$ cat src/hw/rtl/gaussian_3x3_field_smoother_top_defines.svh
// Assertion macros for the 3x3 field smoother.
// Used by files that check their own logic; expects clk and arst_n in scope.
`ifndef GAUSSIAN_3X3_FIELD_SMOOTHER_TOP_DEFINES_SVH
`define GAUSSIAN_3X3_FIELD_SMOOTHER_TOP_DEFINES_SVH

// same-cycle implication
`define GFS_ASSERT(label, ante, cons, msg) \
	label: assert property (@(posedge clk) disable iff (!arst_n) (ante) |-> (cons)) \
		else $error(msg);

// next-cycle implication
`define GFS_ASSERT_NEXT(label, ante, cons, msg) \
	label: assert property (@(posedge clk) disable iff (!arst_n) (ante) |=> (cons)) \
		else $error(msg);

`endif

$ cat src/hw/rtl/gfs_pkg.sv
// Shared types, constants and helpers for the 3x3 field smoother.
// No dependencies.
package gfs_pkg;

	localparam int MAX_WIDTH      = 1024;
	localparam int MAX_HEIGHT     = 1024;
	localparam int SAMPLE_BITS    = 16;
	localparam int DIM_BITS       = 11;
	localparam int COL_BITS       = $clog2(MAX_WIDTH);
	localparam int ROW_BITS       = $clog2(MAX_HEIGHT);
	localparam int IN_ROW_BITS    = ROW_BITS + 1;
	localparam int CFG_INDEX_BITS = 1;
	localparam int CFG_DATA_BITS  = DIM_BITS;
	localparam int LINE_BITS      = 2 * SAMPLE_BITS;

	localparam int COLSUM_BITS    = SAMPLE_BITS + 2;
	localparam int SUM_BITS       = SAMPLE_BITS + 5;
	localparam int NUM_BITS       = SUM_BITS + 1;

	// kernel weight totals: interior, edge, corner
	localparam int WEIGHT_INTERIOR = 16;
	localparam int WEIGHT_EDGE     = 12;
	localparam int WEIGHT_CORNER   = 9;

	// floor(n/3) = (n*RECIP3) >> RECIP3_SHIFT for n < 2^19
	// floor(n/9) = (n*RECIP9) >> RECIP9_SHIFT for n < 2^20
	localparam int QN_BITS       = SAMPLE_BITS + 4;
	localparam int RECIP_BITS    = 21;
	localparam int PROD_BITS     = QN_BITS + RECIP_BITS;
	localparam int RECIP3        = 699051;
	localparam int RECIP3_SHIFT  = 21;
	localparam int RECIP9        = 1864136;
	localparam int RECIP9_SHIFT  = 24;
	localparam int DIV16_SHIFT   = 5;
	localparam int DIV12_PRE     = 3;
	localparam int DIV9_PRE      = 1;

	localparam int FIFO_DEPTH    = 8;
	localparam int FIFO_PTR_BITS = $clog2(FIFO_DEPTH);
	localparam int FIFO_CNT_BITS = FIFO_PTR_BITS + 1;

	localparam logic [SAMPLE_BITS-1:0] SIGN_FLIP = SAMPLE_BITS'(1) << (SAMPLE_BITS - 1);

	typedef logic signed [SAMPLE_BITS-1:0] sample_t;

	typedef enum logic [CFG_INDEX_BITS-1:0] {
		REG_WIDTH  = 1'b0,
		REG_HEIGHT = 1'b1
	} cfg_reg_t;

	typedef enum logic {
		OP_PUSH  = 1'b0,
		OP_DRAIN = 1'b1
	} op_t;

	typedef enum logic [1:0] {
		DIV_16 = 2'd0,
		DIV_12 = 2'd1,
		DIV_9  = 2'd2
	} div_t;

	typedef struct packed {
		logic emit;
		logic pre;
		logic shift;
		logic top;
		logic bot;
		logic left;
		logic right;
		logic last;
	} s1_ctl_t;

	function automatic logic [DIM_BITS-1:0] clamp_dim(input logic [DIM_BITS-1:0] v,
		input logic [DIM_BITS-1:0] hi);
		logic [DIM_BITS-1:0] r;
		if (v < DIM_BITS'(2)) begin
			r = DIM_BITS'(2);
		end else if (v > hi) begin
			r = hi;
		end else begin
			r = v;
		end
		return r;
	endfunction

endpackage

$ cat src/hw/rtl/gfs_window.sv
// 3x3 window and weighted 1-2-1 sum with border masking.
// Samples kept offset-binary so the sum is unsigned. Depends on gfs_pkg.
module gfs_window (
	input  logic                           clk,
	input  logic                           arst_n,
	input  gfs_pkg::s1_ctl_t               ctl_s1,
	input  logic [gfs_pkg::SAMPLE_BITS-1:0] val_s1,
	input  logic [gfs_pkg::LINE_BITS-1:0]  line_rd,
	output logic                           emit_s2,
	output logic                           last_s2,
	output gfs_pkg::div_t                  div_s2,
	output logic [gfs_pkg::SUM_BITS-1:0]   sum_s2
);
	import gfs_pkg::*;

	logic [SAMPLE_BITS-1:0] win_q [9];
	logic [SAMPLE_BITS-1:0] win_n [9];
	logic [SAMPLE_BITS-1:0] tap [3][3];
	logic [COLSUM_BITS-1:0] cs [3];
	logic [SUM_BITS-1:0]    sum;
	div_t                   div;

	always_comb begin
		for (int r = 0; r < 3; r++) begin
			win_n[r*3]   = ctl_s1.shift ? win_q[r*3+1] : win_q[r*3];
			win_n[r*3+1] = ctl_s1.shift ? win_q[r*3+2] : win_q[r*3+1];
		end
		win_n[2] = ctl_s1.shift ? line_rd[LINE_BITS-1:SAMPLE_BITS] : win_q[2];
		win_n[5] = ctl_s1.shift ? line_rd[SAMPLE_BITS-1:0] : win_q[5];
		win_n[8] = ctl_s1.shift ? val_s1 : win_q[8];

		// row-end result uses the window before the shift, centered one column right
		for (int r = 0; r < 3; r++) begin
			if (ctl_s1.pre) begin
				tap[r][0] = win_q[r*3+1];
				tap[r][1] = win_q[r*3+2];
				tap[r][2] = '0;
			end else begin
				tap[r][0] = win_n[r*3];
				tap[r][1] = win_n[r*3+1];
				tap[r][2] = win_n[r*3+2];
			end
		end

		for (int c = 0; c < 3; c++) begin
			cs[c] = (ctl_s1.top ? COLSUM_BITS'(tap[0][c]) : '0)
				+ COLSUM_BITS'({tap[1][c], 1'b0})
				+ (ctl_s1.bot ? COLSUM_BITS'(tap[2][c]) : '0);
		end
		sum = (ctl_s1.left ? SUM_BITS'(cs[0]) : '0)
			+ SUM_BITS'({cs[1], 1'b0})
			+ (ctl_s1.right ? SUM_BITS'(cs[2]) : '0);

		if ((ctl_s1.top && ctl_s1.bot) && (ctl_s1.left && ctl_s1.right)) begin
			div = DIV_16;
		end else if ((ctl_s1.top && ctl_s1.bot) || (ctl_s1.left && ctl_s1.right)) begin
			div = DIV_12;
		end else begin
			div = DIV_9;
		end
	end

	always_ff @(posedge clk) begin
		if (ctl_s1.shift) begin
			for (int i = 0; i < 9; i++) begin
				win_q[i] <= win_n[i];
			end
		end
		sum_s2  <= sum;
		div_s2  <= div;
		last_s2 <= ctl_s1.last;
	end

	always_ff @(posedge clk or negedge arst_n) begin
		if (!arst_n) begin
			emit_s2 <= 1'b0;
		end else begin
			emit_s2 <= ctl_s1.emit;
		end
	end

endmodule

$ cat config.mk
export PLATFORM = sky130hd
export DESIGN_NAME = gfs_window
export DESIGN_NICKNAME = d
export VERILOG_FILES = /design/src/hw/rtl/gaussian_3x3_field_smoother_top_defines.svh /design/src/hw/rtl/gfs_pkg.sv /design/src/hw/rtl/gfs_window.sv
export SDC_FILE = /design/constraint.sdc
export NUM_CORES = 1
export LEC_CHECK = 0
export BUFFER_PORTS_ARGS = -buffer_cell sky130_fd_sc_hd__buf_4
export CAP_MARGIN = 0
export CELL_PAD_IN_SITES_DETAIL_PLACEMENT = 1
export CELL_PAD_IN_SITES_GLOBAL_PLACEMENT = 2
export CORE_MARGIN = 4
export CORE_UTILIZATION = 35
export CTS_CLUSTER_SIZE = 24
export DETAILED_ROUTE_END_ITERATION = 8
export PLACE_DENSITY = 0.76
export SYNTH_ARGS = -nofsm -noshare
export SYNTH_HDL_FRONTEND = slang
export SYNTH_SLANG_ARGS = --single-unit
$ cat constraint.sdc
create_clock -name clk -period 6 [get_ports clk]
set_input_delay 1.2 -clock clk [delete_from_list [all_inputs] [get_ports clk]]
set_output_delay 1.2 -clock clk [all_outputs]
set_load 0.01 [all_outputs]
* Word level (Yosys, flattened, before mapping)
Memory sizes are Yosys's and may differ from the RTL's.
Cells that the tools add are included.
** Cells by class
- Add/subtract/negate cells :: 8
- Mux-type cells :: 23
- Reduce and logical (&&, ||, !) cells :: 4
** Operators with widths (number)
- 16-bit 2-to-1 mux :: 15
- 48-bit 2-to-1 mux :: 3
- 16-bit by 17-bit adder with 18-bit output :: 3
- 18-bit by 16-bit adder with 18-bit output :: 3
- 18-bit 2-to-1 mux :: 2
- 20-bit by 18-bit adder with 21-bit output :: 1
- 18-bit by 19-bit adder with 20-bit output :: 1
- 1-bit logical AND :: 3
- 1-bit 2-to-1 mux :: 2
- 2-bit 2-to-1 mux :: 1
- 1-bit logical OR :: 1
** Storage, ports and cells
- Bits in registers :: 25
- Memory bits (writable) :: 144
- Input port bits :: 58
- Output and inout port bits :: 25
- Logic and storage cells :: 40
- Memories :: 1
** Memories
- win_q :: depth 9, width 16, read ports 9, clocked after memory_dff 0, write ports 9, RTL line gfs_window.sv:16 : logic [SAMPLE_BITS-1:0] win_q [9];

* Logic depth before layout (Yosys ltp)
- Depth after elaboration :: 8
- Depth in mapped cells :: 26
- Mapped depth without buffers :: 22

* Worst setup path before layout
OpenSTA, ideal clock, no wires.
- Path type :: input to register
- Start point :: input ctl_s1[5] (netlist name)
- End point :: register sum_s2[18] (netlist name)
- Setup time :: 0.072 ns
- Data arrival time :: 6.496 ns
- Required time :: 5.928 ns
- Slack :: -0.568 ns
- Stages on the path :: 25
- Buffers on the path :: 3
- Cells stage by stage :: clkbuf_1 -> clkbuf_1 -> buf_2 -> mux2_2 -> mux2i_1 -> fa_1 -> inv_1 -> ha_1 -> inv_1 -> fa_1 -> nor2b_1 -> o31ai_1 -> a21oi_1 -> o21ai_2 -> a21oi_1 -> mux2_2 -> fa_1 -> inv_1 -> ha_1 -> and3_1 -> a31o_2 -> o221ai_1 -> o21ai_1 -> a21oi_1 -> xnor2_1
** RTL lines
- start: declaration :: RTL line gfs_window.sv:6 : input gfs_pkg::s1_ctl_t ctl_s1,
- end signal: assignment :: RTL line gfs_window.sv:69 : sum_s2 <= sum;
- end: declaration :: RTL line gfs_window.sv:12 : output logic [gfs_pkg::SUM_BITS-1:0] sum_s2

==> metrics.txt <==
Slew @ Worst Pin=about 490 ps; Die Span Y=201 um; worst-path fanout max=7; sequential share of power=between 20% and 30%; DRT antenna net count=0; Peak supply drop=241 uV; Initial Utilization=a little over a third; worst path required time=between 6000 and 7000 ps; GRT Resource Usage Total=a little under a fifth; post-placement cell count=roughly 1900; r2r worst-path depth=22; prevailing post-synth register cell=edfxtp_1; worst skew pair latency=between 400 and 500 ps; register area=0.00481 mm2; net switching power=roughly 2400 uW; fraction of registers with async set/reset=less than 1%; CP delay by family, top=compound AO/OA/AOI/OAI gates; pin count of the biggest net entering global routing=43; GRT overflow=0; Post-DP Area=between 0.015 and 0.02 mm2; vias in the first global route=about 11000; clock slew at reported path FFs=70 ps; pre-CTS setup slack=-435 ps; clock root buffer=clkbuf_16; Multi-input gate area=about 0.0077 mm2; Vias=9865; Worst Setup Path Type=in2reg; via/cell ratio=just over 5; area leader, netlist=edfxtp_1; 1st-pass router iterations=5; synth-to-layout area growth=27.0%; Worst R2R Setup Slack=about 840 ps; FILL cells=around 4000; CP peak stage delay=about 490 ps; CP arrival=around 6000 ps; Core Region=0.0367 mm2; sequential area share after synthesis=36.9%; drc violations=0; initial DRC count=~390; Internal Power=approximately 4100 uW; Synth top area share=about a third; IO buf count=81; WL per Instance=between 15 and 20 um; routability cong.=about 0.85; LEAKAGE=~0.0073 uW; startpoint types=input port; yosys synthesis warning count=0; Finish-stage setup viols=0; cells after synthesis=1206; Crit path top cell by count=buf_4; status=finished, final reports clean; largest cells by area after synthesis=edfxtp_1, mux2_2, fa_1; commonest non-fill, non-tap cells in the layout=buf_4, mux2_2, edfxtp_1; final hold violations=0; Diodes inserted=0; first-pass GRT wire length=58400 um; htree depth=4; PwrDens=between 300 and 400 mW/mm2; post-layout util=between 40% and 50%; fin crit period=about 5800 ps; Max Cap Violations=0; Mapped Avg Cell Area=between 10 and 15 um2; fin crit share=between 90% and 100%; Final HPWL DP=roughly 28000 um; clock sink count=between 150 and 200; Die W=just over 200 um; commonest non-fill, non-tap cell in the layout=buf_4; share of cells above drive strength 1=between 30% and 40%; sw frac=36.9%; max-slew violation count=0; slowest CP cell=fa_1; floorplan row count=70; slew margin rel.=roughly 67%; Max Fclk=0.174 GHz; fin area=roughly 0.017 mm2; # nets final=1641; die area=just over 0.04 mm2; clk buf depth=2; Routed WL=36600 um; worst r2r dst=sum_s2[18]; final worst setup slack=243 ps; CTS tree=built; Cell variety after synth=58; Post-synth EDFFs=~140; logic gate share of total power=55.8%; Post-Syn Area=between 0.01 and 0.015 mm2; Setup crit end kind=flop; HP Class=in2async; Synth Net Count=1400; # IOs=83; reg-to-reg startpoint=win_q[7][1]; Seq cells post-synth=around 170; clock buffer count from CTS=17; clock share of power=approximately a fifth; initial antenna violation count=0; fin cells=roughly 1900; Layout Skew=between 15 and 20 ps; Worst Path Buf+Inv=7
==> power groups by stage <==
stage	Combinational (uW)	Clock, uW	Sequential, uW
2_1_floorplan	2060	0	1560
3_3_place_gp	3440	0	1550
3_5_place_dp	3500	0	1560
4_1_cts	3520	1370	1540
5_1_grt	4060	1410	1550
6_report	3610	1330	1530
==> through the flow <==
step                      total power [uW]  hold slack [ps]  setup TNS, ps
after floorplan                       3620              539              0
final                                 6480              503              0
after global routing                  7020              474          -16.7
after CTS                             6430              470              0
after detailed placement              5060              557          -2940
after global placement                5000              553          -2460
==> how the worst max path moves through the flow <==
| stage | from | to | slack (ps) | depth (start not counted) |
|---|---|---|---|---|
| after detailed placement | ctl_s1[5] | sum_s2[18] | -440 | 24 |
| after global routing | ctl_s1[5] | sum_s2[18] | -20 | 24 |
| after floorplan | ctl_s1[5] | sum_s2[18] | 6 | 22 |
| final | ctl_s1[5] | sum_s2[18] | 240 | 25 |
| after CTS | ctl_s1[5] | sum_s2[18] | 20 | 24 |
| after global placement | ctl_s1[5] | sum_s2[14] | -390 | 25 |
==> synthesized netlist by cell type (all sizes together) (6+ instances only) <==
master	instances
dfxtp	23
nor2	25
and3	7
mux2	150
a21o	19
a21oi	49
nand3	8
buf	17
mux2i	31
fa	66
o211ai	70
xnor2	25
nand2b	93
inv	138
o21a	9
ha	70
edfxtp	144
a211oi	7
xor2	23
a211o	6
o21bai	6
o21ai	34
nor2b	8
clkbuf	39
nand2	79
and2	7
==> cells by family (layout without fill, tap and decap cells) <==
group	Yosys count	in the layout	share of synthesized area (%)
other cells	1	1	0.0287
xor+xnor	48	48	3.22
compound gates	234	234	12.4
buf+inv	194	448	5.70
simple gates	244	244	9.65
flops	168	168	36.9
fa+ha+maj	136	136	16.8
mux	181	181	15.3
==> repair_timing <==
action | in CTS | in global routing
hold buffers | 0 | 0
resized for setup | 0 | 32
setup buffers | 0 | 12
endpoints found under the setup margin | 0 | 9
==> registers in the layout, summed over array words and instances, names as in the netlist <==
name / flops
win_q: 144
sum_s2: 20
emit_s2: 1
div_s2: 2
last_s2: 1
==> worst reg2reg max path: cells and delay by family, from the launching register on <==
family,cells,cell delay [ps]
fa+ha+maj,5,1790
compound gates,9,1570
mux,2,670
flops,1,410
simple gates,2,320
buf+inv,3,190
xor+xnor,1,120
==> per-layer routing <==
layer	up-vias	global-route usage (%)	part of all wire [%]
met4	0	4.47	2.0
met1	4981	21.9	43
met3	34	3.37	2.6
met2	117	33.3	52
met5	-	0	0
li1	4733	-	-
==> layout make-up <==
type                       count  area share, %
multi-input combinational    844           46.3
clock inverter                15           1.57
timing repair buffer         278           13.9
inverter                     138           3.13
sequential                   168           29.0
tap                          468           3.53
clock buffer                  17           2.57
Note: power is estimated with default switching activity, not from simulation.
