<file path="src/hw/rtl/gaussian_3x3_field_smoother_top_defines.svh">
// Assertion macros for the 3x3 field smoother.
// Used by files that check their own logic; expects clk and arst_n in scope.
`ifndef GAUSSIAN_3X3_FIELD_SMOOTHER_TOP_DEFINES_SVH
`define GAUSSIAN_3X3_FIELD_SMOOTHER_TOP_DEFINES_SVH

// same-cycle implication
`define GFS_ASSERT(label, ante, cons, msg) \
	label: assert property (@(posedge clk) disable iff (!arst_n) (ante) |-> (cons)) \
		else $error(msg);

// next-cycle implication
`define GFS_ASSERT_NEXT(label, ante, cons, msg) \
	label: assert property (@(posedge clk) disable iff (!arst_n) (ante) |=> (cons)) \
		else $error(msg);

`endif

</file>
<file path="src/hw/rtl/gfs_pkg.sv">
// Shared types, constants and helpers for the 3x3 field smoother.
// No dependencies.
package gfs_pkg;

	localparam int MAX_WIDTH      = 1024;
	localparam int MAX_HEIGHT     = 1024;
	localparam int SAMPLE_BITS    = 16;
	localparam int DIM_BITS       = 11;
	localparam int COL_BITS       = $clog2(MAX_WIDTH);
	localparam int ROW_BITS       = $clog2(MAX_HEIGHT);
	localparam int IN_ROW_BITS    = ROW_BITS + 1;
	localparam int CFG_INDEX_BITS = 1;
	localparam int CFG_DATA_BITS  = DIM_BITS;
	localparam int LINE_BITS      = 2 * SAMPLE_BITS;

	localparam int COLSUM_BITS    = SAMPLE_BITS + 2;
	localparam int SUM_BITS       = SAMPLE_BITS + 5;
	localparam int NUM_BITS       = SUM_BITS + 1;

	// kernel weight totals: interior, edge, corner
	localparam int WEIGHT_INTERIOR = 16;
	localparam int WEIGHT_EDGE     = 12;
	localparam int WEIGHT_CORNER   = 9;

	// floor(n/3) = (n*RECIP3) >> RECIP3_SHIFT for n < 2^19
	// floor(n/9) = (n*RECIP9) >> RECIP9_SHIFT for n < 2^20
	localparam int QN_BITS       = SAMPLE_BITS + 4;
	localparam int RECIP_BITS    = 21;
	localparam int PROD_BITS     = QN_BITS + RECIP_BITS;
	localparam int RECIP3        = 699051;
	localparam int RECIP3_SHIFT  = 21;
	localparam int RECIP9        = 1864136;
	localparam int RECIP9_SHIFT  = 24;
	localparam int DIV16_SHIFT   = 5;
	localparam int DIV12_PRE     = 3;
	localparam int DIV9_PRE      = 1;

	localparam int FIFO_DEPTH    = 8;
	localparam int FIFO_PTR_BITS = $clog2(FIFO_DEPTH);
	localparam int FIFO_CNT_BITS = FIFO_PTR_BITS + 1;

	localparam logic [SAMPLE_BITS-1:0] SIGN_FLIP = SAMPLE_BITS'(1) << (SAMPLE_BITS - 1);

	typedef logic signed [SAMPLE_BITS-1:0] sample_t;

	typedef enum logic [CFG_INDEX_BITS-1:0] {
		REG_WIDTH  = 1'b0,
		REG_HEIGHT = 1'b1
	} cfg_reg_t;

	typedef enum logic {
		OP_PUSH  = 1'b0,
		OP_DRAIN = 1'b1
	} op_t;

	typedef enum logic [1:0] {
		DIV_16 = 2'd0,
		DIV_12 = 2'd1,
		DIV_9  = 2'd2
	} div_t;

	typedef struct packed {
		logic emit;
		logic pre;
		logic shift;
		logic top;
		logic bot;
		logic left;
		logic right;
		logic last;
	} s1_ctl_t;

	function automatic logic [DIM_BITS-1:0] clamp_dim(input logic [DIM_BITS-1:0] v,
		input logic [DIM_BITS-1:0] hi);
		logic [DIM_BITS-1:0] r;
		if (v < DIM_BITS'(2)) begin
			r = DIM_BITS'(2);
		end else if (v > hi) begin
			r = hi;
		end else begin
			r = v;
		end
		return r;
	endfunction

endpackage

</file>
<file path="src/hw/rtl/gfs_divide.sv">
// Rounded division of the weighted sum by 16, 12 or 9 (half up).
// Constant-reciprocal multiply, result registered. Depends on gfs_pkg.
module gfs_divide (
	input  logic                            clk,
	input  logic                            arst_n,
	input  logic                            emit_s2,
	input  logic                            last_s2,
	input  gfs_pkg::div_t                   div_s2,
	input  logic [gfs_pkg::SUM_BITS-1:0]    sum_s2,
	output logic                            valid_s3,
	output logic                            last_s3,
	output logic [gfs_pkg::SAMPLE_BITS-1:0] smoothed_s3
);
	import gfs_pkg::*;

	logic [NUM_BITS-1:0]    y;
	logic [NUM_BITS-1:0]    weight;
	logic [QN_BITS-1:0]     n;
	logic [RECIP_BITS-1:0]  recip;
	logic [PROD_BITS-1:0]   prod;
	logic [SAMPLE_BITS-1:0] q;

	always_comb begin
		case (div_s2)
			DIV_16:  weight = NUM_BITS'(WEIGHT_INTERIOR);
			DIV_12:  weight = NUM_BITS'(WEIGHT_EDGE);
			DIV_9:   weight = NUM_BITS'(WEIGHT_CORNER);
			default: weight = NUM_BITS'(WEIGHT_CORNER);
		endcase
		// floor((2x + d) / 2d), x already offset to be non-negative
		y = {sum_s2, 1'b0} + weight;
		if (div_s2 == DIV_12) begin
			n     = QN_BITS'(y >> DIV12_PRE);
			recip = RECIP_BITS'(RECIP3);
		end else begin
			n     = QN_BITS'(y >> DIV9_PRE);
			recip = RECIP_BITS'(RECIP9);
		end
		prod = PROD_BITS'(n) * PROD_BITS'(recip);
		case (div_s2)
			DIV_16:  q = y[DIV16_SHIFT +: SAMPLE_BITS];
			DIV_12:  q = prod[RECIP3_SHIFT +: SAMPLE_BITS];
			DIV_9:   q = prod[RECIP9_SHIFT +: SAMPLE_BITS];
			default: q = prod[RECIP9_SHIFT +: SAMPLE_BITS];
		endcase
	end

	always_ff @(posedge clk) begin
		smoothed_s3 <= q ^ SIGN_FLIP;
		last_s3     <= last_s2;
	end

	always_ff @(posedge clk or negedge arst_n) begin
		if (!arst_n) begin
			valid_s3 <= 1'b0;
		end else begin
			valid_s3 <= emit_s2;
		end
	end

endmodule

</file>
<file path="config.mk">
export PLATFORM = sky130hd
export DESIGN_NAME = gfs_divide
export DESIGN_NICKNAME = d
export VERILOG_FILES = /design/src/hw/rtl/gaussian_3x3_field_smoother_top_defines.svh /design/src/hw/rtl/gfs_pkg.sv /design/src/hw/rtl/gfs_divide.sv
export SDC_FILE = /design/constraint.sdc
export NUM_CORES = 1
export LEC_CHECK = 0
export ABC_AREA = 1
export BUFFER_PORTS_ARGS = -buffer_cell sky130_fd_sc_hd__buf_2
export CORE_ASPECT_RATIO = 1.5
export CORE_MARGIN = 8
export CORE_UTILIZATION = 55
export DETAILED_ROUTE_END_ITERATION = 8
export GPL_ROUTABILITY_DRIVEN = 0
export PLACE_DENSITY = 0.72
export SYNTH_ARGS = -nofsm -noshare
export SYNTH_HDL_FRONTEND = slang
export SYNTH_SLANG_ARGS = --single-unit
</file>
<file path="constraint.sdc">
create_clock -name clk -period 0.8 [get_ports clk]
set_input_delay 0.16 -clock clk [delete_from_list [all_inputs] [get_ports clk]]
set_output_delay 0.16 -clock clk [all_outputs]
set_load 0.1 [all_outputs]
</file>
* Word-level counts from Yosys, hierarchy flattened *
Cells that the tools add are included.

word-level totals
  bits in registers = 18
  word-level logic and storage cells = 12

operators by class
  $add $sub $neg = 1
  multipliers = 1
  equal/unequal tests = 1
  mux-type cells = 4
  bitwise gates (word level) = 1
  reductions and logical operators = 1

operators by type and width
  kind                  number
  $mul A20 B21 Y40      1
  $pmux W16 S2          1
  $add A22 B22 Y22      1
  $mux W21              1
  $mux W20              1
  $pmux W5 S2           1
  $eq A2 B1 Y1 const B  1
  $logic_not A2 Y1      1
  $not A1 Y1            1

* Longest topological paths before layout *
Gate-level depths: netlist of run 1.

  depth after elaboration = 7
  mapped depth = 44
  gate-level depth less buffers = 42

* Least setup slack after synthesis of run 1 *
OpenSTA, ideal clock, no wires.

  kind = in2reg
  from = input div_s2[1]
  to = register smoothed_s3[9] (netlist bit)
  data arrival time = 7.743 ns
  data required time = 0.680 ns
  path slack = -7.063 ns
  stages = 38
  cells stage by stage = buf_6 nor2_8 clkbuf_1 buf_2 ha_1 inv_1 fa_1 o21ai_2 nand2_2 nor2_4 nand3_4 inv_2 nand2_2 nand2_1 nand2_1 nor2_1 inv_1 fa_1 (+2 left out) fa_1 inv_1 fa_1 inv_1 fa_1 fa_1 inv_1 fa_1 inv_1 ha_1 a21oi_1 o21ai_0 a21oi_1 nor2_1 nor3_1 nand3_1 nand3_1 nand3_1

on the way
  longest elaborated chain between the ends = 6

ends and longest elaborated chain
  element                                           line                                                  text
  start, declared                                   gfs_divide.sv:8                                       input gfs_pkg::div_t div_s2,
  $eq A2 B1 Y1 or $logic_not A2 Y1 (tied branches)  gfs_divide.sv:24, gfs_divide.sv:32, gfs_divide.sv:40
  $pmux W5 S2                                       gfs_divide.sv:24                                      case (div_s2)
  $add A22 B22 Y22                                  gfs_divide.sv:31                                      y = {sum_s2, 1'b0} + weight;
  $mux W20                                          gfs_divide.sv:32                                      if (div_s2 == DIV_12) begin
  $mul A20 B21 Y40                                  gfs_divide.sv:39                                      prod = PROD_BITS'(n) * PROD_BITS'(recip);
  $pmux W16 S2 (*)                                  gfs_divide.sv:40                                      case (div_s2)
  named net q[9]                                    gfs_divide.sv:21                                      logic [SAMPLE_BITS-1:0] q;
  end signal, assigned                              gfs_divide.sv:49                                      smoothed_s3 <= q ^ SIGN_FLIP;
  end, declared                                     gfs_divide.sv:12                                      output logic [gfs_pkg::SAMPLE_BITS-1:0] smoothed_s3

Mark *: on every way through the listed nets, which the timed path passes. The rest lies on a longest branch.

* Worst setup path after layout of run 1 *
  from = input div_s2[1]
  to = register smoothed_s3[11] (netlist bit)

Same word-level chain as after synthesis.

==> impl_results.md, run 1 <==
- Status: finished, violations left
- Failing checks: negative setup slack
- Setup crit end kind: flop
- Dpl hpwl: 33600 µm
- Root buf cell: clkbuf_16
- Via count: approximately 11k
- Initial DRC count: 964
- Final setup fails: 34
- Syn Std Cell Area: 0.0111 mm²
- Worst path arrival time: about 7.6 ns
- Die area: 0.0252 mm²
- H-tree levels: 1
- 1st-pass router iterations: 6
- WL final: between 40000 and 50000 µm
- Port Buffers: 44
- Distinct cells, synth: 46
- Filler cell count: 1372
- Final min period: 7.50 ns
- Min Hold Slack: 0.00410 ns
- Total congestion overflow: 0
- CP max-delay cell: fa_2
- WL/cell: 20.1 µm
- Ys async rst share: under 10%
- CTS Buf Count: 3
- Relative slew slack: between 50% and 60%
- CP delay by family, top: adder cells
- Die H: around 190 µm
- Setup Crit Path Kind: in -> reg
- Worst-path fanout max: 4
- Synth area leader: fa_1
- Nets@finish: 2215
- CTS tree: yes
- Layout Area Growth over Synthesis: 37.6%
- Final hold vios: 0
- Number of synthesized flops with an enable pin: 0
- Finished layout cell area: 0.0153 mm²
- Num rows: 64
- Max cap viols: 0
- DR DRC count: 0
- Synth warn: 0
- Top cells by area, synth: fa_1 35%, ha_1 21%, inv_1 13%, nand2_1 7.4%, nand3_1 3.9%
- Mapped Avg Cell Area: about 7.8 µm²
- Largest net degree at the start of global routing: 46
- GRT Total Usage: 31.7%
- Crit share post-route: 937%
- Proportion of layout cells with a drive suffix above 1: 33.0%
- Final Worst Setup Slack: -6.70 ns
- First-pass GRT wire length: 61700 µm
- Worst Path Buf+Inv: 11
- Clock buffer depth: 2
- Syn Inst Count: 1432
- Worst-path clk slew: 0.06 ns
- Starting density of the core: 55.2%
- Worst-Margin Slew: between 0.7 and 0.8 ns
- Multi-input gate area: 0.0100 mm²
- Ports: 45
- Die Span X: 132 µm
- Routed vias/inst: 5.55
- Vias in the first global route: 12.3k
- TritonCTS Sinks: 18
- RSZ-0062 raised after global routing: true
- Yosys reg bits: 18
- Dpl ws: -7.03 ns
- CP most frequent cell: inv_2
- Antenna viol nets, final: 0
- Fmax: 0.133 GHz
- Max stage delay on crit path: 0.55 ns
- Placed cell area: 0.0142 mm²
- Dominant synthesized flop cell: dfxtp_1
- Storage cell area: 393 µm²
- Core Region: 0.0202 mm²
- Top cell type's share of synthesized area: around 35%
- Antenna violations before repair: 1
- Crit path required time: 0.94 ns
- Post-synthesis sequential area ratio: under 10%
- Critical Path Start Type: primary input
- Fin. max-slew vios: 0
- Worst min-delay path category: in -> reg
-- metrics by stage --
| stage | util, % | instances | setup TNS (ns) |
|---|---|---|---|
| after floorplan | - | 1449 | -105.05 |
| after global placement | 70.2 | 2024 | -107.93 |
| after detailed placement | 70.2 | 2024 | -109.92 |
| after CTS | 73.5 | 2054 | -102.69 |
| after global routing | 75.9 | 2070 | -112.75 |
| final | 75.9 | 2071 | -107.98 |
-- layer usage --
layer | global-route usage [%] | wire length [µm] | vias up
met3 | 4.11 | 2600 | 333
met1 | 29.9 | 12900 | 5384
met2 | 57.0 | 20600 | 698
met4 | 33.4 | 5530 | 0
met5 | 0 | 0 | -
li1 | - | - | 5077
-- state kept, by name, indices dropped and copies added (netlist names) --
register / cells
valid_s3: 1
last_s3: 1
smoothed_s3: 16
-- final cells by class --
class	instances	share of cell area [%]
inverters	403	9.89
flip-flops and latches	18	2.56
repair buffers	371	19.6
well taps	264	2.16
diodes	1	0.0163
multi-input cells	1010	65.2
clock buffers	4	0.580
-- timing repair --
action	in CTS	in global routing
endpoints found under the setup margin	34	34
setup buffers	25	16
resized for setup	104	106
hold endpoints to repair	1	0
pin swaps	58	78
hold buffers	1	0
-- cell usage in the layout (no fill, tap or decap), types with 18 or more instances in the layout --
| master | instances |
|---|---|
| fa_1 | 183 |
| nor2_2 | 29 |
| buf_4 | 321 |
| inv_1 | 376 |
| nor2_1 | 76 |
| nand2_1 | 197 |
| nand4_1 | 18 |
| nand2_2 | 30 |
| a21oi_1 | 28 |
| nor2_4 | 22 |
| inv_2 | 26 |
| ha_1 | 165 |
| buf_12 | 20 |
| buf_2 | 24 |
| conb_1 | 19 |
| nand3_1 | 73 |
-- final timing paths --
check | from | endpoint | slack [ns] | cells past startpoint
worst max-delay path | div_s2[1] | smoothed_s3[11]$_DFF_P_ | -6.70 | 40
worst min-delay path | last_s2 | last_s3$_DFF_P_ | 0.004 | 1
max in group asynchronous | arst_n | valid_s3$_DFF_PN0_ | 0.46 | 2
min in group asynchronous | arst_n | valid_s3$_DFF_PN0_ | 0.24 | 2
-- logic make-up (layout without fill, tap and decap cells) --
logic type | count (synthesis) | after routing | synth area share, %
AND/OR/NAND/NOR | 498 | 498 | 20.2
other | 2 | 20 | 0.0674
buffers and inverters | 421 | 778 | 14.3
AO/OA/AOI/OAI | 101 | 101 | 5.18
XOR/XNOR | 11 | 11 | 0.932
adder cells (fa/ha/maj) | 381 | 381 | 56.1
flip-flops | 18 | 18 | 3.28
-- Yosys cell counts (2+ instances only) --
cell type	instances
a21boi_0	2
a21o_1	2
a21oi_1	45
a31oi_1	3
and2_1	2
buf_1	2
buf_2	3
clkbuf_1	12
conb_1	2
dfxtp_1	17
fa_1	197
ha_1	184
inv_1	399
inv_2	4
nand2_1	221
nand2_2	9
nand3_1	87
nand3_2	2
nand3b_1	6
nand4_1	18
nor2_1	116
nor2_2	5
nor2_4	6
nor3_1	12
nor3_2	2
nor4_1	2
o21a_1	3
o21ai_0	31
o21ai_1	2
o21ai_2	2
o21bai_1	8
or2_2	4
xnor2_1	5
xor2_1	5
Power of run 1 is not shown: default switching activity piles up to over one toggle a cycle in this logic, so the estimate is an artifact.
==> run 2, diff against run 1 <==
--- a/config.mk
+++ b/config.mk
@@ -7,12 +7,14 @@
 export LEC_CHECK = 0
 export ABC_AREA = 1
 export BUFFER_PORTS_ARGS = -buffer_cell sky130_fd_sc_hd__buf_2
+export CELL_PAD_IN_SITES_DETAIL_PLACEMENT = 0
+export CELL_PAD_IN_SITES_GLOBAL_PLACEMENT = 1
 export CORE_ASPECT_RATIO = 1.5
 export CORE_MARGIN = 8
-export CORE_UTILIZATION = 55
+export CORE_UTILIZATION = 30
 export DETAILED_ROUTE_END_ITERATION = 8
 export GPL_ROUTABILITY_DRIVEN = 0
-export PLACE_DENSITY = 0.72
+export PLACE_DENSITY_LB_ADDON = 0.1
 export SYNTH_ARGS = -nofsm -noshare
 export SYNTH_HDL_FRONTEND = slang
 export SYNTH_SLANG_ARGS = --single-unit
==> impl_results.md, run 2 (synthesis results as in run 1) <==
- H-tree levels: 1 (unchanged)
- Final setup fails: 34 (unchanged)
- Final Worst Setup Slack: -6.38 ns (+0.316 ns)
- Core Util, Final: 43.6% (-32 points)
- Nets@finish: 2244 (+1.3%)
- Worst-path clk slew: 0.06 ns (about the same)
- Most frequent cells in the layout: 378 x inv_1, 345 x buf_4, 190 x nand2_1, 183 x fa_1, 162 x ha_1
- DR DRC count: 0 (unchanged)
- Crit share post-route: 898% (-40 points)
- Initial DRC count: 367 (-62%)
- Highest routed layer: met4
- Antenna diodes: 0 (-1)
- Largest Register: smoothed_s3
- Finished layout cell area: 0.0160 mm² (+4.4%)
- WL final: 43400 µm (+4.4%)
- Relative slew slack: 50.3% (-2.8 points)
- Max stage delay on crit path: 0.61 ns (+0.06 ns)
- Worst Path Buf+Inv: 8 (-3)
- Setup crit end kind: flop
- Dpl ws: -7.29 ns (-0.262 ns)
- Core Region: 0.0367 mm² (+82%)
- Fmax: 0.139 GHz (+4.4%)
- Ports: 45 (unchanged)
- Total congestion overflow: 0 (unchanged)
- Failing checks: negative setup slack
- Root buf cell: clkbuf_16
- Die Span X: 173 µm (+31%)
- Worst path arrival time: 7.33 ns (-0.31 ns)
- Largest net degree at the start of global routing: 46 (unchanged)
- Proportion of layout cells with a drive suffix above 1: 35.2% (+2.2 points)
- Worst-Margin Slew: 0.745 ns (+0.0424 ns)
- Via count: 10.4k (-9.8%)
- Port Buffers: 44 (unchanged)
- RSZ-0062 raised after global routing: true
- Worst min-delay path category: in -> reg
- Most common cell after layout, fill and taps aside: inv_1
- Max cap viols: 0 (unchanged)
- Starting density of the core: 30.4% (-25 points)
- WL/cell: 18.7 µm (-6.8%)
- Num rows: 86 (+34%)
- Number of cells on the critical path: 36 (-10%)
- TritonCTS Sinks: 18 (unchanged)
- Final hold vios: 0 (unchanged)
- Crit path required time: 0.95 ns (about the same)
- Die area: 0.0437 mm² (+74%)
- CTS Buf Count: 3 (unchanged)
- Biggest regs: smoothed_s3: 16 flops, last_s3: 1 flops, valid_s3: 1 flops
- Antenna violations before repair: 0 (-1)
- Final min period: 7.18 ns (-0.316 ns)
- CP delay by family, top: adder cells
- Clock buffer depth: 2 (unchanged)
- Dpl hpwl: 40300 µm (+20%)
- GRT Total Usage: 20.1% (-12 points)
- Met3 wire length: 550 µm (-79%)
- Antenna viol nets, final: 0 (unchanged)
- Max reg flops: 16 (unchanged)
- Worst-path fanout max: 4 (unchanged)
- Placed cell area: 0.0148 mm² (+4.6%)
- Vias in the first global route: 11.4k (-7.3%)
- CTS tree: yes
- M1 WL: 16600 µm (+29%)
- Critical Path Start Type: primary input
- Crit path from: div_s2[0]
- Setup Crit Path Kind: in -> reg
- CP max-delay cell: fa_1
- Min Hold Slack: 0.0121 ns (+0.00804 ns)
- Critical Path End: smoothed_s3[14]$_DFF_P_
- First-pass GRT wire length: 66800 µm (+8.1%)
- WL met2: 24200 µm (+18%)
- Layout Area Growth over Synthesis: 43.5%
- Die H: 252 µm (+32%)
- Fin. max-slew vios: 0 (unchanged)
- 1st-pass router iterations: 5 (-1)
- Routed vias/inst: 4.47 (-19%)
- Status: finished, violations left
## run 2: cell count changes in the layout (fill, tap and decap cells not counted), sizes merged
| cell | before | now |
|---|---|---|
| buf | 370 | 398 |
| diode | 1 | 0 |
| dlygate4sd3 | 1 | 2 |
## run 2: final cells by class
cell class	instances	area, µm²
fill	3802	20700
multi-input combinational	1010	10100
timing repair buffer	400	3240
inverter	403	1520
tap	484	606
sequential	18	390
clock buffer	4	88.8
## run 2: timing repair
item                                   in CTS  in global routing
pin swaps                                  42                 49
cloned                                      0                  0
setup endpoints to repair                  34                 34
endpoints found under the hold margin       1                  1
hold buffers                                1                  1
gates resized for setup                   129                107
buffers inserted                           10                 12
## run 2: stage by stage
| stage | cells | setup TNS, ns |
|---|---|---|
| final | 2319 | -103.45 |
| after detailed placement | 2292 | -113.89 |
| after CTS | 2306 | -103.49 |
| after global placement | 2292 | -114.24 |
| after floorplan | 1449 | -105.05 |
| after global routing | 2319 | -108.73 |
## run 2: worst min path at each step
stage	startpoint	endpoint	cells past startpoint
floorplan	arst_n	valid_s3$_DFF_PN0_	0
global placement	arst_n	valid_s3$_DFF_PN0_	1
detailed placement	arst_n	valid_s3$_DFF_PN0_	1
CTS	emit_s2	valid_s3$_DFF_PN0_	1
global route	last_s2	last_s3$_DFF_P_	1
finish	last_s2	last_s3$_DFF_P_	1
## run 2: metal layers
layer / GRT usage (%) / vias up
li1: - / 5125
met5: 0 / -
met1: 21.9 / 5038
met3: 0.748 / 64
met2: 40.3 / 134
met4: 7.31 / 0
Power of run 2 is left out for the same reason.
==> run 3, diff against run 2 <==
--- a/config.mk
+++ b/config.mk
@@ -5,7 +5,6 @@
 export SDC_FILE = /design/constraint.sdc
 export NUM_CORES = 1
 export LEC_CHECK = 0
-export ABC_AREA = 1
 export BUFFER_PORTS_ARGS = -buffer_cell sky130_fd_sc_hd__buf_2
 export CELL_PAD_IN_SITES_DETAIL_PLACEMENT = 0
 export CELL_PAD_IN_SITES_GLOBAL_PLACEMENT = 1
==> impl_results.md, run 3 <==
- Ys async rst share: 5.56% (unchanged)
- H-tree levels: 1 (unchanged)
- Syn Std Cell Area: 0.0100 mm² (-10%)
- Nets@finish: 1859 (-17%)
- Layout Area Growth over Synthesis: 42.7%
- Final setup fails: 34 (unchanged)
- Routed vias/inst: 4.47 (about the same)
- WL final: 35000 µm (-19%)
- WL/cell: 18.7 µm (about the same)
- Antenna viol nets, final: 0 (unchanged)
- Fin. max-slew vios: 0 (unchanged)
- CTS tree: yes
- Die Span X: 165 µm (-4.7%)
- WHS Endpoint: last_s3$_DFF_P_
- Failing checks: negative setup slack
- DR DRC count: 0 (unchanged)
- Worst-path clk slew: 0.05 ns (about the same)
- Vias in the first global route: 9659 (-15%)
- CP most frequent cell: buf_4
- Post-synthesis sequential area ratio: 3.65% (+0.37 points)
- Number of synthesized flops with an enable pin: 0 (unchanged)
- Dominant synthesized flop cell: dfxtp_1
- Setup crit end kind: flop
- Top cells by area, synth: fa_1 39%, ha_1 23%, inv_1 11%, dfxtp_1 3.4%, nor2_1 2.2%
- Max stage delay on crit path: 0.57 ns (-0.04 ns)
- Filler cell count: 3346 (-12%)
- Critical Path Start Type: primary input
- Port Buffers: 44 (unchanged)
- Synth area leader: fa_1
- Synth cell count leaders: 306 x inv_1, 197 x fa_1, 184 x ha_1
- Cell with the most instances after synthesis: inv_1
- Status: finished, violations left
- Root buf cell: clkbuf_16
- Storage cell area: 389 µm² (-0.32%)
- Max cap viols: 0 (unchanged)
- Top cell type's share of synthesized area: 39.4% (+4.0 points)
- Max reg flops: 16 (unchanged)
- Relative slew slack: 62.3% (+12 points)
- Dpl ws: -8.07 ns (-0.778 ns)
- Finished layout cell area: 0.0143 mm² (-11%)
- Antenna diodes: 0 (unchanged)
- GRT Total Usage: 18.3% (-1.8 points)
- RSZ-0062 raised after global routing: true
- Most common cell after layout, fill and taps aside: buf_4
- Die area: 0.0396 mm² (-9.3%)
- Total congestion overflow: 0 (unchanged)
- Mapped Avg Cell Area: 9.21 µm² (+18%)
- Num rows: 82 (-4.7%)
- CTS Buf Count: 3 (unchanged)
- TritonCTS Sinks: 18 (unchanged)
- Post-Place Cells: 1835 (-20%)
- Fmax: 0.127 GHz (-8.9%)
- Starting density of the core: 30.2% (-0.14 points)
- Antenna violations before repair: 0 (unchanged)
- Via count: 8354 (-19%)
- Ports: 45 (unchanged)
- First-pass GRT wire length: 54400 µm (-19%)
- Final hold vios: 0 (unchanged)
- Final min period: 7.88 ns (+0.705 ns)
- CP max-delay cell: fa_1
- Proportion of layout cells with a drive suffix above 1: 35.9% (+0.73 points)
- Worst-path fanout max: 4 (unchanged)
- Fin cells: 1870 (-19%)
- Crit path required time: 0.93 ns (-0.02 ns)
- Syn Inst Count: 1087 (-24%)
- Placed cell area: 0.0133 mm² (-10%)
- Biggest regs: smoothed_s3: 16 flops, last_s3: 1 flops, valid_s3: 1 flops
- Largest Register: smoothed_s3
- Crit share post-route: 986% (+88 points)
- Dpl hpwl: 32300 µm (-20%)
- Worst-Margin Slew: 0.565 ns (-0.180 ns)
- Multi-input gate area: 0.00916 mm² (-9.8%)
- Setup Crit Path Kind: in -> reg
- Final Worst Setup Slack: -7.08 ns (-0.705 ns)
- Distinct cells, synth: 57 (+24%)
- Worst min-delay path category: in -> reg
- Hold path start: last_s2
- Yosys reg bits: 18 (unchanged)
- Most frequent cells in the layout: 304 x buf_4, 289 x inv_1, 183 x fa_1, 173 x ha_1, 47 x nor2_1
- Core Region: 0.0331 mm² (-9.7%)
- Synth warn: 0 (unchanged)
- Largest net degree at the start of global routing: 42 (-8.7%)
- Hold path depth: 1 (unchanged)
- 1st-pass router iterations: 6 (+1)
- Worst path arrival time: 8.01 ns (+0.68 ns)
- Clock buffer depth: 2 (unchanged)
- Initial DRC count: 188 (-49%)
- Die H: 240 µm (-4.9%)
## run 3: cell types whose count changed in the layout (fill, tap and decap cells not counted), sizes merged, moves of 12 or more
cell,before,now
inv,403,307
xnor2,5,24
nand2,230,47
buf,398,364
a21o,2,19
nor2,128,59
nand3,90,12
and3,0,12
## run 3: worst max-delay path: cells and delay by family
kind / cells / cell delay, ns
fa+ha+maj: 10 / 4.31
compound gates: 6 / 1.50
buf+inv: 12 / 1.28
simple gates: 3 / 0.39
xor+xnor: 2 / 0.38
## run 3: cell families (layout without fill, tap and decap cells)
logic type	Yosys count	in the layout	synth area share [%]
AOI/OAI and AO/OA	129	129	8.63
xor gates and xnor gates	40	40	3.50
adders and majority gates	381	381	62.4
buffers and inverters	330	676	12.4
DFF	18	18	3.65
muxes	7	7	0.750
other	2	19	0.0750
and+or+nand+nor	180	180	8.64
## run 3: how the worst max path moves through the flow
stage / from / endpoint / slack (ns) / cells past startpoint
after global placement: div_s2[1] / smoothed_s3[13]$_DFF_P_ / -7.98 / 36
after global routing: div_s2[1] / smoothed_s3[15]$_DFF_P_ / -7.40 / 38
after CTS: div_s2[1] / smoothed_s3[13]$_DFF_P_ / -7.14 / 37
final: div_s2[1] / smoothed_s3[15]$_DFF_P_ / -7.08 / 33
after floorplan: div_s2[1] / smoothed_s3[13]$_DFF_P_ / -7.10 / 38
after detailed placement: div_s2[1] / smoothed_s3[12]$_DFF_P_ / -8.07 / 33
## run 3: routing by layer
metal / part of all wire (%) / wire length [µm] / GRT usage, % / vias to the layer above
li1: - / - / - / 4087
met1: 36 / 12500 / 18.7 / 4158
met2: 61 / 21200 / 39.0 / 85
met3: 1.3 / 451 / 0.671 / 24
met4: 2.3 / 809 / 3.72 / 0
met5: 0 / 0 / 0 / -
## run 3: what timing repair did
action / CTS / global route
hold buffers: 1 / 0
endpoints found under the hold margin: 1 / 0
buffers inserted: 26 / 12
resized for setup: 107 / 28
pin swaps: 83 / 34
endpoints found under the setup margin: 34 / 34
## run 3: through the flow
stage,utilization (%),hold slack [ns],setup TNS (ns)
finish,43.1,0.0112,-113.24
global route,43.1,0.00515,-118.93
CTS,42.5,0.00516,-114.15
detailed placement,40.2,-0.0643,-125.99
global placement,40.2,-0.0653,-124.73
floorplan,-,-0.136,-111.00
## run 3: layout make-up
type | instances | area share (%)
Tap cell | 420 | 3.68
Inverter | 307 | 8.08
Clock buffer | 4 | 0.621
Sequential cell | 18 | 2.72
Timing Repair Buffer | 365 | 20.9
Multi-Input combinational cell | 756 | 64.0
Power of run 3 is left out for the same reason.
